==> config.mk <==
export PLATFORM = sky130hd
export DESIGN_NAME = sha1_stream_hasher_top
export DESIGN_NICKNAME = d
export VERILOG_FILES = /design/src/rtl/sha1s_pkg.sv /design/src/rtl/sha1s_core.sv /design/src/rtl/sha1_stream_hasher_top.sv
export SDC_FILE = /design/constraint.sdc
export NUM_CORES = 2
export LEC_CHECK = 0
export BUFFER_PORTS_ARGS = -buffer_cell sky130_fd_sc_hd__buf_4
export CORE_MARGIN = 2
export CORE_UTILIZATION = 65
export DETAILED_ROUTE_END_ITERATION = 12
export GPL_TIMING_DRIVEN = 0
export MAX_ROUTING_LAYER = met4
export PLACE_DENSITY = 0.82
export SLEW_MARGIN = 30
export SYNTH_ARGS = -nofsm -noshare
export SYNTH_HDL_FRONTEND = slang
export SYNTH_SLANG_ARGS = --single-unit
==> constraint.sdc <==
create_clock -name i_clk -period 14.4 [get_ports i_clk]
set_input_delay 2.16 -clock i_clk [delete_from_list [all_inputs] [get_ports i_clk]]
set_output_delay 2.16 -clock i_clk [all_outputs]
set_load 0.02 [all_outputs]
==> src/rtl/sha1s_pkg.sv <==
package sha1s_pkg;

    localparam int unsigned NumChain = 5;
    localparam int unsigned NumWords = 16;
    localparam int unsigned NumRounds = 80;

    localparam logic [31:0] IV0 = 32'h6745_2301;
    localparam logic [31:0] IV1 = 32'hefcd_ab89;
    localparam logic [31:0] IV2 = 32'h98ba_dcfe;
    localparam logic [31:0] IV3 = 32'h1032_5476;
    localparam logic [31:0] IV4 = 32'hc3d2_e1f0;

    localparam logic [31:0] RK0 = 32'h5a82_7999;
    localparam logic [31:0] RK1 = 32'h6ed9_eba1;
    localparam logic [31:0] RK2 = 32'h8f1b_bcdc;
    localparam logic [31:0] RK3 = 32'hca62_c1d6;

    localparam logic [7:0] PAD_MARK = 8'h80;

    localparam logic [0:0] CMD_ABSORB = 1'b0;
    localparam logic [0:0] CMD_FINISH = 1'b1;

    // last byte index that still leaves room for the length in the same block
    localparam logic [5:0] LAST_FIT_POS = 6'd55;
    localparam logic [5:0] LAST_BYTE_POS = 6'd63;

    typedef logic [NumChain-1:0][31:0] t_chain;

    typedef enum logic [1:0] {
        GRP_CH,
        GRP_PAR1,
        GRP_MAJ,
        GRP_PAR2
    } t_grp;

    typedef enum logic [1:0] {
        C_IDLE,
        C_ROUND,
        C_ADD
    } t_core_st;

    typedef enum logic [2:0] {
        S_IDLE,
        S_RUN,
        S_FIN1,
        S_FIN2_LD,
        S_FIN2,
        S_EMIT
    } t_top_st;

    // commands from the sequencer to the compression core
    typedef struct packed {
        logic        wr;        // store one message byte
        logic        pad;       // apply the end-of-message mask at pos
        logic        pad_len;   // also drop the bit length into words 14 and 15
        logic        zero_len;  // load an all-zero block carrying the bit length
        logic        start;     // begin 80 rounds on the current block
        logic        init;      // return chaining words to the initial values
        logic [5:0]  pos;
        logic [7:0]  data;
        logic [31:0] len_hi;
        logic [31:0] len_lo;
    } t_core_cmd;

    function automatic logic [31:0] sha1s_rotl1(input logic [31:0] v);
        return {v[30:0], v[31]};
    endfunction

    function automatic logic [31:0] sha1s_rotl5(input logic [31:0] v);
        return {v[26:0], v[31:27]};
    endfunction

    function automatic logic [31:0] sha1s_rotl30(input logic [31:0] v);
        return {v[1:0], v[31:2]};
    endfunction

    function automatic logic [31:0] sha1s_f(input t_grp g, input logic [31:0] b,
                                            input logic [31:0] c, input logic [31:0] d);
        logic [31:0] res;
        case (g)
            GRP_CH:  res = d ^ (b & (c ^ d));
            GRP_MAJ: res = (b & c) | (d & (b | c));
            default: res = b ^ c ^ d;
        endcase
        return res;
    endfunction

    function automatic logic [31:0] sha1s_k(input t_grp g);
        logic [31:0] res;
        case (g)
            GRP_CH:   res = RK0;
            GRP_PAR1: res = RK1;
            GRP_MAJ:  res = RK2;
            default:  res = RK3;
        endcase
        return res;
    endfunction

endpackage

==> src/rtl/sha1s_core.sv <==
module sha1s_core
    import sha1s_pkg::*;
(
    input  logic      i_clk,
    input  logic      i_rst_n,
    input  t_core_cmd i_cmd,
    output logic      o_done,
    output t_chain    o_chain
);

    t_core_st          r_state, n_state;
    logic [6:0]        r_round;
    logic [31:0]       r_w [NumWords];
    logic [31:0]       n_w [NumWords];
    logic [31:0]       r_a, r_b, r_c, r_d, r_e;
    t_chain            r_h;
    t_grp              w_grp;
    logic [31:0]       w_new;
    logic [31:0]       w_tmp;
    logic [5:0]        w_bi;

    // round group from the round counter
    always_comb begin
        if (r_round < 7'd20) begin
            w_grp = GRP_CH;
        end else if (r_round < 7'd40) begin
            w_grp = GRP_PAR1;
        end else if (r_round < 7'd60) begin
            w_grp = GRP_MAJ;
        end else begin
            w_grp = GRP_PAR2;
        end
    end

    assign w_new = sha1s_rotl1(r_w[13] ^ r_w[8] ^ r_w[2] ^ r_w[0]);
    assign w_tmp = sha1s_rotl5(r_a) + sha1s_f(w_grp, r_b, r_c, r_d) + r_e
                   + sha1s_k(w_grp) + r_w[0];

    // next state
    always_comb begin
        n_state = r_state;
        case (r_state)
            C_IDLE:  if (i_cmd.start) n_state = C_ROUND;
            C_ROUND: if (r_round == 7'(NumRounds - 1)) n_state = C_ADD;
            C_ADD:   n_state = C_IDLE;
            default: n_state = C_IDLE;
        endcase
    end

    // outputs
    always_comb begin
        o_done = 1'b0;
        case (r_state)
            C_ADD:   o_done = 1'b1;
            default: o_done = 1'b0;
        endcase
    end

    assign o_chain = r_h;

    // message window: byte writes, padding and the zero-length block outside the rounds, shift during rounds
    always_comb begin
        w_bi = '0;
        for (int i = 0; i < NumWords; i++) begin
            n_w[i] = r_w[i];
        end
        if (r_state == C_ROUND) begin
            for (int i = 0; i < NumWords - 1; i++) begin
                n_w[i] = r_w[i+1];
            end
            n_w[NumWords-1] = w_new;
        end else if (i_cmd.wr) begin
            n_w[i_cmd.pos[5:2]][{~i_cmd.pos[1:0], 3'b000} +: 8] = i_cmd.data;
        end else if (i_cmd.zero_len) begin
            for (int i = 0; i < NumWords; i++) begin
                n_w[i] = '0;
            end
            n_w[14] = i_cmd.len_hi;
            n_w[15] = i_cmd.len_lo;
        end else if (i_cmd.pad) begin
            for (int i = 0; i < 64; i++) begin
                w_bi = 6'(i);
                if (w_bi == i_cmd.pos) begin
                    n_w[i/4][(3 - (i % 4)) * 8 +: 8] = PAD_MARK;
                end else if (w_bi > i_cmd.pos) begin
                    n_w[i/4][(3 - (i % 4)) * 8 +: 8] = 8'h00;
                end
            end
            if (i_cmd.pad_len) begin
                n_w[14] = i_cmd.len_hi;
                n_w[15] = i_cmd.len_lo;
            end
        end
    end

    always_ff @(posedge i_clk) begin
        for (int i = 0; i < NumWords; i++) begin
            r_w[i] <= n_w[i];
        end
        case (r_state)
            C_IDLE: begin
                r_a     <= r_h[0];
                r_b     <= r_h[1];
                r_c     <= r_h[2];
                r_d     <= r_h[3];
                r_e     <= r_h[4];
            end
            C_ROUND: begin
                r_a <= w_tmp;
                r_b <= r_a;
                r_c <= sha1s_rotl30(r_b);
                r_d <= r_c;
                r_e <= r_d;
            end
            default: begin
                r_a <= r_a;
            end
        endcase
    end

    always_ff @(posedge i_clk) begin
        if (!i_rst_n) begin
            r_state <= C_IDLE;
            r_round <= '0;
            r_h     <= {IV4, IV3, IV2, IV1, IV0};
        end else begin
            r_state <= n_state;
            if (r_state == C_ROUND) begin
                r_round <= r_round + 7'd1;
            end else begin
                r_round <= '0;
            end
            if (r_state == C_ADD) begin
                r_h[0] <= r_h[0] + r_a;
                r_h[1] <= r_h[1] + r_b;
                r_h[2] <= r_h[2] + r_c;
                r_h[3] <= r_h[3] + r_d;
                r_h[4] <= r_h[4] + r_e;
            end else if (i_cmd.init) begin
                r_h <= {IV4, IV3, IV2, IV1, IV0};
            end
        end
    end

endmodule

==> src/rtl/sha1_stream_hasher_top.sv <==
// Absorb: bytes are taken while idle; the 64th byte of a block starts compression
// (80 rounds plus a chaining add), and no byte is taken until it has ended.
// Finish: one padding block is compressed, or two when the length does not fit
// behind the pad mark, then five digest words go out, h0 first; the next message
// may start while the last word waits. Reset (i_rst_n low, synchronous): chaining
// words to the initial values, counts cleared, output empty.
module sha1_stream_hasher_top
    import sha1s_pkg::*;
(
    input  logic        i_clk,
    input  logic        i_rst_n,
    input  logic        i_valid,
    output logic        o_ready,
    input  logic        i_command,
    input  logic [7:0]  i_data_byte,
    output logic        o_valid,
    input  logic        i_ready,
    output logic [31:0] o_digest_word,
    output logic        o_digest_last
);

    t_top_st     r_state, n_state;
    logic [5:0]  r_count;        // byte position in the current block
    logic [31:0] r_blocks;       // compressed blocks, wraps modulo 2^32
    logic [2:0]  r_out_idx;      // next digest word to load
    logic        r_out_valid;
    logic [31:0] r_out_word;
    logic        r_out_last;

    t_core_cmd   w_cmd;
    logic        w_core_done;
    t_chain      w_chain;
    logic        w_accept;
    logic        w_fits;
    logic        w_out_free;
    logic        w_load;

    sha1s_core u_core (
        .i_clk   (i_clk),
        .i_rst_n (i_rst_n),
        .i_cmd   (w_cmd),
        .o_done  (w_core_done),
        .o_chain (w_chain)
    );

    assign o_ready       = (r_state == S_IDLE);
    assign w_accept      = i_valid && o_ready;
    // length fits behind the pad mark in this block
    assign w_fits        = (r_count <= LAST_FIT_POS);
    assign w_out_free    = !r_out_valid || i_ready;
    assign o_valid       = r_out_valid;
    assign o_digest_word = r_out_word;
    assign o_digest_last = r_out_last;

    // next state
    always_comb begin
        n_state = r_state;
        case (r_state)
            S_IDLE: begin
                if (w_accept) begin
                    if (i_command == CMD_FINISH) begin
                        n_state = S_FIN1;
                    end else if (r_count == LAST_BYTE_POS) begin
                        n_state = S_RUN;
                    end
                end
            end
            S_RUN:     if (w_core_done) n_state = S_IDLE;
            S_FIN1:    if (w_core_done) n_state = w_fits ? S_EMIT : S_FIN2_LD;
            S_FIN2_LD: n_state = S_FIN2;
            S_FIN2:    if (w_core_done) n_state = S_EMIT;
            S_EMIT:    if (w_out_free && r_out_idx == 3'(NumChain - 1)) n_state = S_IDLE;
            default:   n_state = S_IDLE;
        endcase
    end

    // outputs: commands to the core and digest word loads
    always_comb begin
        w_cmd          = '0;
        w_cmd.pos      = r_count;
        w_cmd.data     = i_data_byte;
        // bit length = blocks * 512 + bytes * 8, 64 bits big-endian
        w_cmd.len_hi   = {23'd0, r_blocks[31:23]};
        w_cmd.len_lo   = {r_blocks[22:0], r_count, 3'b000};
        w_load         = 1'b0;
        case (r_state)
            S_IDLE: begin
                if (w_accept) begin
                    if (i_command == CMD_FINISH) begin
                        w_cmd.pad     = 1'b1;
                        w_cmd.pad_len = w_fits;
                        w_cmd.start   = 1'b1;
                    end else begin
                        w_cmd.wr    = 1'b1;
                        w_cmd.start = (r_count == LAST_BYTE_POS);
                    end
                end
            end
            S_FIN2_LD: begin
                w_cmd.zero_len = 1'b1;
                w_cmd.start    = 1'b1;
            end
            S_EMIT: begin
                w_load = w_out_free;
                // reinit as the last word is loaded into the output register
                w_cmd.init = w_out_free && (r_out_idx == 3'(NumChain - 1));
            end
            default: begin
                w_load = 1'b0;
            end
        endcase
    end

    always_ff @(posedge i_clk) begin
        if (w_load) begin
            r_out_word <= w_chain[r_out_idx];
            r_out_last <= (r_out_idx == 3'(NumChain - 1));
        end
    end

    always_ff @(posedge i_clk) begin
        if (!i_rst_n) begin
            r_state     <= S_IDLE;
            r_count     <= '0;
            r_blocks    <= '0;
            r_out_idx   <= '0;
            r_out_valid <= 1'b0;
        end else begin
            r_state <= n_state;
            // advance byte count; block counter steps when a block fills
            if (w_accept && i_command == CMD_ABSORB) begin
                r_count <= r_count + 6'd1;
                if (r_count == LAST_BYTE_POS) begin
                    r_blocks <= r_blocks + 32'd1;
                end
            end
            if (w_load) begin
                r_out_valid <= 1'b1;
                if (r_out_idx == 3'(NumChain - 1)) begin
                    r_out_idx <= '0;
                    r_count   <= '0;
                    r_blocks  <= '0;
                end else begin
                    r_out_idx <= r_out_idx + 3'd1;
                end
            end else if (i_ready) begin
                r_out_valid <= 1'b0;
            end
        end
    end

endmodule
== Word-level counts from Yosys, hierarchy flattened ==
Memory sizes are Yosys's and may differ from the RTL's.
Index checks and enable logic that the tools add are counted.
Widths: inputs -> output; s select.

* Output and inout port bits: 35
* Word-level logic and storage cells: 404
* Memories: 1
* Register bits: 407
* Input port bits: 13
* Latch bits: 0
* ROM bits: 0
* Bits in writable memories: 512

{| class="wikitable"
|+ Memory list
! name !! words !! width !! rd ports !! clocked after memory_dff !! wr ports !! RTL line !! RTL
|-
| u_core.r_w || 16 || 32 || 16 || 0 || 16 || sha1s_core.sv:13 || <nowiki>logic [31:0] r_w [NumWords];</nowiki>
|}

* Shifts and indexed selects: 2
* $add $sub $neg: 14
* Equal/unequal tests: 83
* $mul: 0
* Muxes and demuxes: 183
* Reduce and logical (&&, ||, !) cells: 16
* Order comparisons: 71
* Bitwise operators: 15
* Divide/modulo/power cells: 0

{| class="wikitable"
|+ Operator list
! kind !! count
|-
| $mux 512 || 4
|-
| $mux 8 || 128
|-
| $bwmux 512 || 1
|-
| $pmux 32 s2 || 6
|-
| $mux 160 || 2
|-
| $add 32x32->32 || 9
|-
| $xor 32x32->32 || 7
|-
| $eq 6x6->1 const A || 32
|-
| $gt 6x6->1 const A || 32
|-
| $mux 32 || 6
|-
| $demux 32 s4 || 1
|-
| $and 32x32->32 || 3
|-
| $bmux 32 s3 || 1
|-
| $eq 5x6->1 const A || 16
|-
| $gt 5x6->1 const A || 16
|-
| $pmux 32 s3 || 1
|-
| $mux 64 || 1
|-
| $or 32x32->32 || 2
|-
| $eq 4x6->1 const A || 8
|-
| $gt 4x6->1 const A || 8
|-
| $mux 3 || 11
|-
| $add 32x1->32 const B || 1
|-
| $shift 8x7->32 const A || 1
|-
| $shiftx 8x7->32 || 1
|-
| other kinds (44) || 86
|}

== Longest topological paths before layout ==
* Word-level depth: 11
* Depth in mapped cells: 29
* Depth with buffers taken out: 26

== Hierarchy ==
Synthesis repeated with hierarchy kept, for this count alone.

* Cells, all modules: 5766
* Area total of the unflattened synthesis: 54584.9 sq um

{| class="wikitable"
|+ Modules (own cells, without submodules)
! module !! area each (sq um) !! times used !! sequential area each (sq um) !! cells each
|-
| sha1s_core || 49922.9 || 1 || 23562.6 || 5251
|-
| sha1_stream_hasher_top || 4662.0 || 1 || 1891.8 || 515
|}

== Worst setup path before layout ==
OpenSTA, ideal clock, no wires.

* Path kind: flip-flop to flip-flop
* From: reg u_core.r_round[5]
* To: reg u_core.r_a[31] (data pin)
* Path buffers: 3
* Setup time: 282 ps
* Arrival: 6794 ps
* Path slack: 7324 ps
* Period minus slack after synthesis: 7076 ps
* Required time: 14118 ps
* Cell stages (with the launch flop): 28
* Cells stage by stage: dfxtp_1 > inv_1 > maj3_1 > a211oi_1 > ha_1 > clkbuf_1 > clkbuf_1 > buf_1 > mux2i_1 > nand2_1 > a31o_2 > fa_1 > fa_1 > fa_1 > inv_1 > ha_1 > inv_1 > fa_1 > nor2b_1 > o31a_1 > a221oi_1 > o21ai_1 > a31oi_1 > o31a_1 > o31ai_1 > a22o_1 > or3_1 > o311ai_0

* Longest elaborated chain between the ends: 11
* Elaborated cells between the ends (all ways): 16
* Classes of those cells: add/sub: 4; order compare: 3; eq/ne: 2; mux: 6; reduce/logical: 1

{| class="wikitable"
|+ RTL lines
! element !! RTL line !! RTL
|-
| start, declared || sha1s_core.sv:12 || <nowiki>logic [6:0] r_round;</nowiki>
|-
| start signal, assigned || sha1s_core.sv:129 || <nowiki>r_round <= r_round + 7'd1;</nowiki>
|-
| $lt 7x6->1 || sha1s_core.sv:28 || <nowiki>end else if (r_round < 7'd60) begin</nowiki>
|-
| $mux 1 || sha1s_core.sv:28 ||
|-
| $mux 2 || sha1s_core.sv:26 || <nowiki>end else if (r_round < 7'd40) begin</nowiki>
|-
| $mux 2 * || sha1s_core.sv:24 || <nowiki>if (r_round < 7'd20) begin</nowiki>
|-
| $eq 2x2->1 / $logic_not 2->1 (equally long branches) || sha1s_pkg.sv:80, sha1s_pkg.sv:90 ||
|-
| $pmux 32 s2 || sha1s_pkg.sv:80 || <nowiki>case (g)</nowiki>
|-
| $add 32x32->32 (2 in a row) || sha1s_core.sv:36 || <nowiki>assign w_tmp = sha1s_rotl5(r_a) + sha1s_f(w_grp, r_b, r_c, r_d) + r_e</nowiki>
|-
| $add 32x32->32 * (2 in a row) || sha1s_core.sv:37 || <nowiki>+ sha1s_k(w_grp) + r_w[0];</nowiki>
|-
| $pmux 32 s2 * || sha1s_core.sv:100 || <nowiki>case (r_state)</nowiki>
|-
| end signal, assigned || sha1s_core.sv:102 || <nowiki>r_a <= r_h[0];</nowiki>
|-
| end signal, assigned || sha1s_core.sv:109 || <nowiki>r_a <= w_tmp;</nowiki>
|-
| end signal, assigned || sha1s_core.sv:116 || <nowiki>r_a <= r_a;</nowiki>
|-
| end, declared || sha1s_core.sv:15 || <nowiki>logic [31:0] r_a, r_b, r_c, r_d, r_e;</nowiki>
|}

Mark *: on every way between the ends. The rest lies on a longest branch, timed or not.
A chain may end at the register's enable or synchronous reset.

== Worst setup path after layout ==
Same ends and word-level chain as after synthesis.

==> impl_metrics.csv <==
group,metric,value,unit
drt,first_pass_iters,12,
clock_tree,cts_buffer_depth,3,
logic_synthesis,yosys_warnings,0,
power_and_ir_drop,finalPower,8.815,mW
clock_tree,clk_pin_slew,0.07,ns
drt,route.detailed.wl_per_inst,27.85,um
hold_path,hp-class,"flip-flop to flip-flop",
clock_tree,cts-root-buf,"clkbuf_16",
clock_tree,cts_made_buffers,96,
clock_tree,cts_sinks,919,
sta,finalSetupViolations,0,
floorplan,die_area,84780,um2
critical_path,worstSetupEndpointType,"flip-flop",
final_layout,layout-drive-gt1-share,5.921,%
logic_synthesis,yosys.area.top_type,"edfxtp_1",
clock_tree,clk_latency,0.70,ns
floorplan,core_area,81850,um2
floorplan,die_w,291.2,um
logic_synthesis,synth_top_area_share,39.50,%
sta,fin_ws,4.807,ns
sta,final.period_utilization,66.62,%
critical_path,critPathLaunchType,"flip-flop",
place,hpwl,147200,um
drt,drtIter0Drc,6381,
drt,drc_errors,0,
sta,min_period,9.593,ns
critical_path,cp_slowest_stage_delay,0.86,ns
logic_synthesis,synth_edf_count,705,
sta,tightest_slew,1.147,ns
logic_synthesis,ys_ff_latch,919,
logic_synthesis,synth_most_common_cell,"nand2_1",
global_routing,grt-ovfl-total,0,
sta,rsz0062_at_grt,"false",
logic_synthesis,synth_area,53600,um2
final_layout,final_cells,6968,
drt,via_per_inst,6.674,
final_layout,finalNetCount,6191,
sta,max_slew_margin,23.52,%
sta,tns,0,ns
clock_tree,cts_resized,0,
critical_path,critPathMostFrequentCell,"inv_1",
sta,final_max_slew_viol_count,0,
clock_tree,cts_tree,"built",
floorplan,initial_core_util,65.49,%
global_routing,grt_pass1_vias,45340,
place,place_ws,5.132,ns
logic_synthesis,yosysSeqAreaShare,47.49,%
floorplan,core.rowCount,105,
critical_path,path_max_fanout,10,
floorplan,die_h,291.2,um
place,port_buffers,47,
clock_tree,postCtsSetupBuffers,0,
drt,wirelength,194000,um
global_routing,grt_max_degree,82,
global_routing,antenna_found_initial,2,
critical_path,worstPathRequired,14.87,ns
logic_synthesis,async_flop_share,0,%
critical_path,crit_type,"flip-flop to flip-flop",
logic_synthesis,synthCells,5659,
drt,ant_nets,0,
run_status,status,"finished clean",
sta,max_freq,104.2,MHz
clock_tree,h-tree-depth,3,
sta,fin_worst_skew,0.02873,ns
final_layout,syn2layout_area_growth,9.781,%
logic_synthesis,synth_cell_type_count,81,
global_routing,grt_pass1_wl,281600,um
global_routing,track_usage,46.65,%
power_and_ir_drop,p_leak,22.64,nW
critical_path,crit_path_top_delay_cell,"buf_1",
floorplan,ioPinCount,48,
logic_synthesis,ys_top_cells_by_area,"edfxtp_1, dfxtp_1, nand2_1",
power_and_ir_drop,p_per_area,149.8,nW/um2
clock_tree,holdBufCountCts,0,
logic_synthesis,syn_avg_cell_area,9.472,um2
critical_path,critPathArrivalTime,10.07,ns
place,post-place-cells,6787,
logic_synthesis,ys_top_cells_by_count,"nand2_1, o21ai_0, edfxtp_1",
critical_path,path_delay_family,"compound AO/OA/AOI/OAI gates",
critical_path,critPathBufInv,7,
place,gp_congestion,1.083,
logic_synthesis,synth_ff_type,"edfxtp_1",
sta,finalHoldViolations,0,
power_and_ir_drop,max-vdd-ir-drop,0.1132,mV
drt,vias,46510,
run,maxCapViolCount,0,
logic_synthesis,synth_nets,6034,
==> per-layer routing <==
layer	part of all wire, %	GRT usage (%)	wire length, um	vias up
met3	12	11.85	22850	813
met2	46	72.31	88630	3192
li1	-	-	-	20440
met5	0	-	0	-
met4	8.5	33.69	16580	0
met1	34	52.73	65970	22070
==> cell type report <==
class,instances,area (um2)
Sequential cell,919,25450
Tap cell,1070,1339
Inverter,342,1291
Antenna cell,4,10.01
Fill cell,6086,23000
Multi-Input combinational cell,4120,26030
Clock inverter,46,440.4
Buffer,278,1089
Timing Repair Buffer,59,488.0
Clock buffer,130,2704
==> state kept, by name, indices dropped and copies added, names as in the netlist, 2 cells and up <==
name and flops:
r_state 3, u_core.r_e 32, u_core.r_d 32, u_core.o_chain 160
o_digest_word 32, u_core.r_c 32, u_core.r_round 7, u_core.r_a 32
r_out_idx 3, u_core.r_state 2, r_blocks 32, u_core.r_b 32
r_count 6, u_core.r_w 512
==> layout by cell type, fill, tap and decap left out, types with 23 or more instances in the layout <==
| master | instances |
|---|---|
| inv_1 | 338 |
| a31oi_1 | 34 |
| ha_1 | 269 |
| dfxtp_1 | 214 |
| nand4_1 | 23 |
| a21o_1 | 94 |
| a22oi_1 | 26 |
| nor3_1 | 59 |
| mux4_2 | 32 |
| nor2_1 | 267 |
| fa_1 | 93 |
| o211ai_1 | 24 |
| o21ai_0 | 771 |
| nand2b_1 | 51 |
| xor2_1 | 76 |
| edfxtp_1 | 705 |
| or3_1 | 29 |
| nor2b_1 | 32 |
| buf_4 | 52 |
| and3_1 | 31 |
| xnor2_1 | 210 |
| nand2_1 | 1127 |
| clkbuf_16 | 99 |
| a211oi_1 | 58 |
| nand3_1 | 114 |
| o22ai_1 | 24 |
| a21oi_1 | 328 |
| clkbuf_1 | 247 |
==> kinds of logic (layout without fill, tap and decap cells) <==
group / count (synthesis) / count (layout) / share of synthesized area, %
flip-flops: 919 / 919 / 47.49
other: 0 / 4 / 0
multiplexers: 50 / 50 / 1.681
XOR/XNOR: 286 / 286 / 4.673
AO/OA/AOI/OAI: 1604 / 1604 / 17.51
adder cells (fa/ha/maj): 363 / 363 / 9.771
buffers and inverters: 620 / 855 / 4.358
AND/OR/NAND/NOR: 1817 / 1817 / 14.52
==> final timing paths <==
| kind | start | cells after the start | endpoint | slack (ns) |
|---|---|---|---|---|
| setup / recovery | u_core.r_round[5]$_SDFF_PN0_ | 25 | u_core.r_a[31]$_DFFE_PP_ | 4.81 |
| hold / removal | u_core.r_round[0]$_SDFF_PN0_ | 1 | u_core.r_round[0]$_SDFF_PN0_ | 0.45 |
| setup reg to reg | u_core.r_round[5]$_SDFF_PN0_ | 25 | u_core.r_a[31]$_DFFE_PP_ | 4.81 |
| hold reg to reg | u_core.r_round[0]$_SDFF_PN0_ | 1 | u_core.r_round[0]$_SDFF_PN0_ | 0.45 |
==> worst reg2reg max path, stage by stage (launching register included) <==
cell and delay (ns):
dfxtp_1 0.37, inv_1 0.09, maj3_1 0.38, a211oi_1 0.50, ha_1 0.60, clkbuf_1 0.55
clkbuf_1 0.75, buf_1 0.87, a31oi_1 0.21, a31o_2 0.35, fa_1 0.57, inv_1 0.07
fa_1 0.49, inv_1 0.05, fa_1 0.48, inv_1 0.05, ha_1 0.33, and3_1 0.21
a221oi_1 0.55, o21ai_1 0.29, a31oi_1 0.43, o31a_1 0.24, o31ai_1 0.19, a22o_1 0.32
or3_1 0.35, o311ai_0 0.11
==> power breakdown <==
part | internal, mW | switching (mW)
Clock | 1.42 | 1.13
Sequential | 3.30 | 0.243
Combinational | 0.986 | 1.74
Total | 5.71 | 3.11
==> metrics by stage <==
stage | hold WS [ns] | util, % | area, um2
final | 0.4517 | 71.89 | 58840
after global routing | 0.4882 | 71.88 | 58830
after CTS | 0.4496 | 71.79 | 58760
after detailed placement | 0.4409 | 67.95 | 55620
after global placement | 0.4266 | 67.56 | 55290
after floorplan | 0.4130 | - | 53600
No activity file was read; power rests on OpenSTA's default activity.
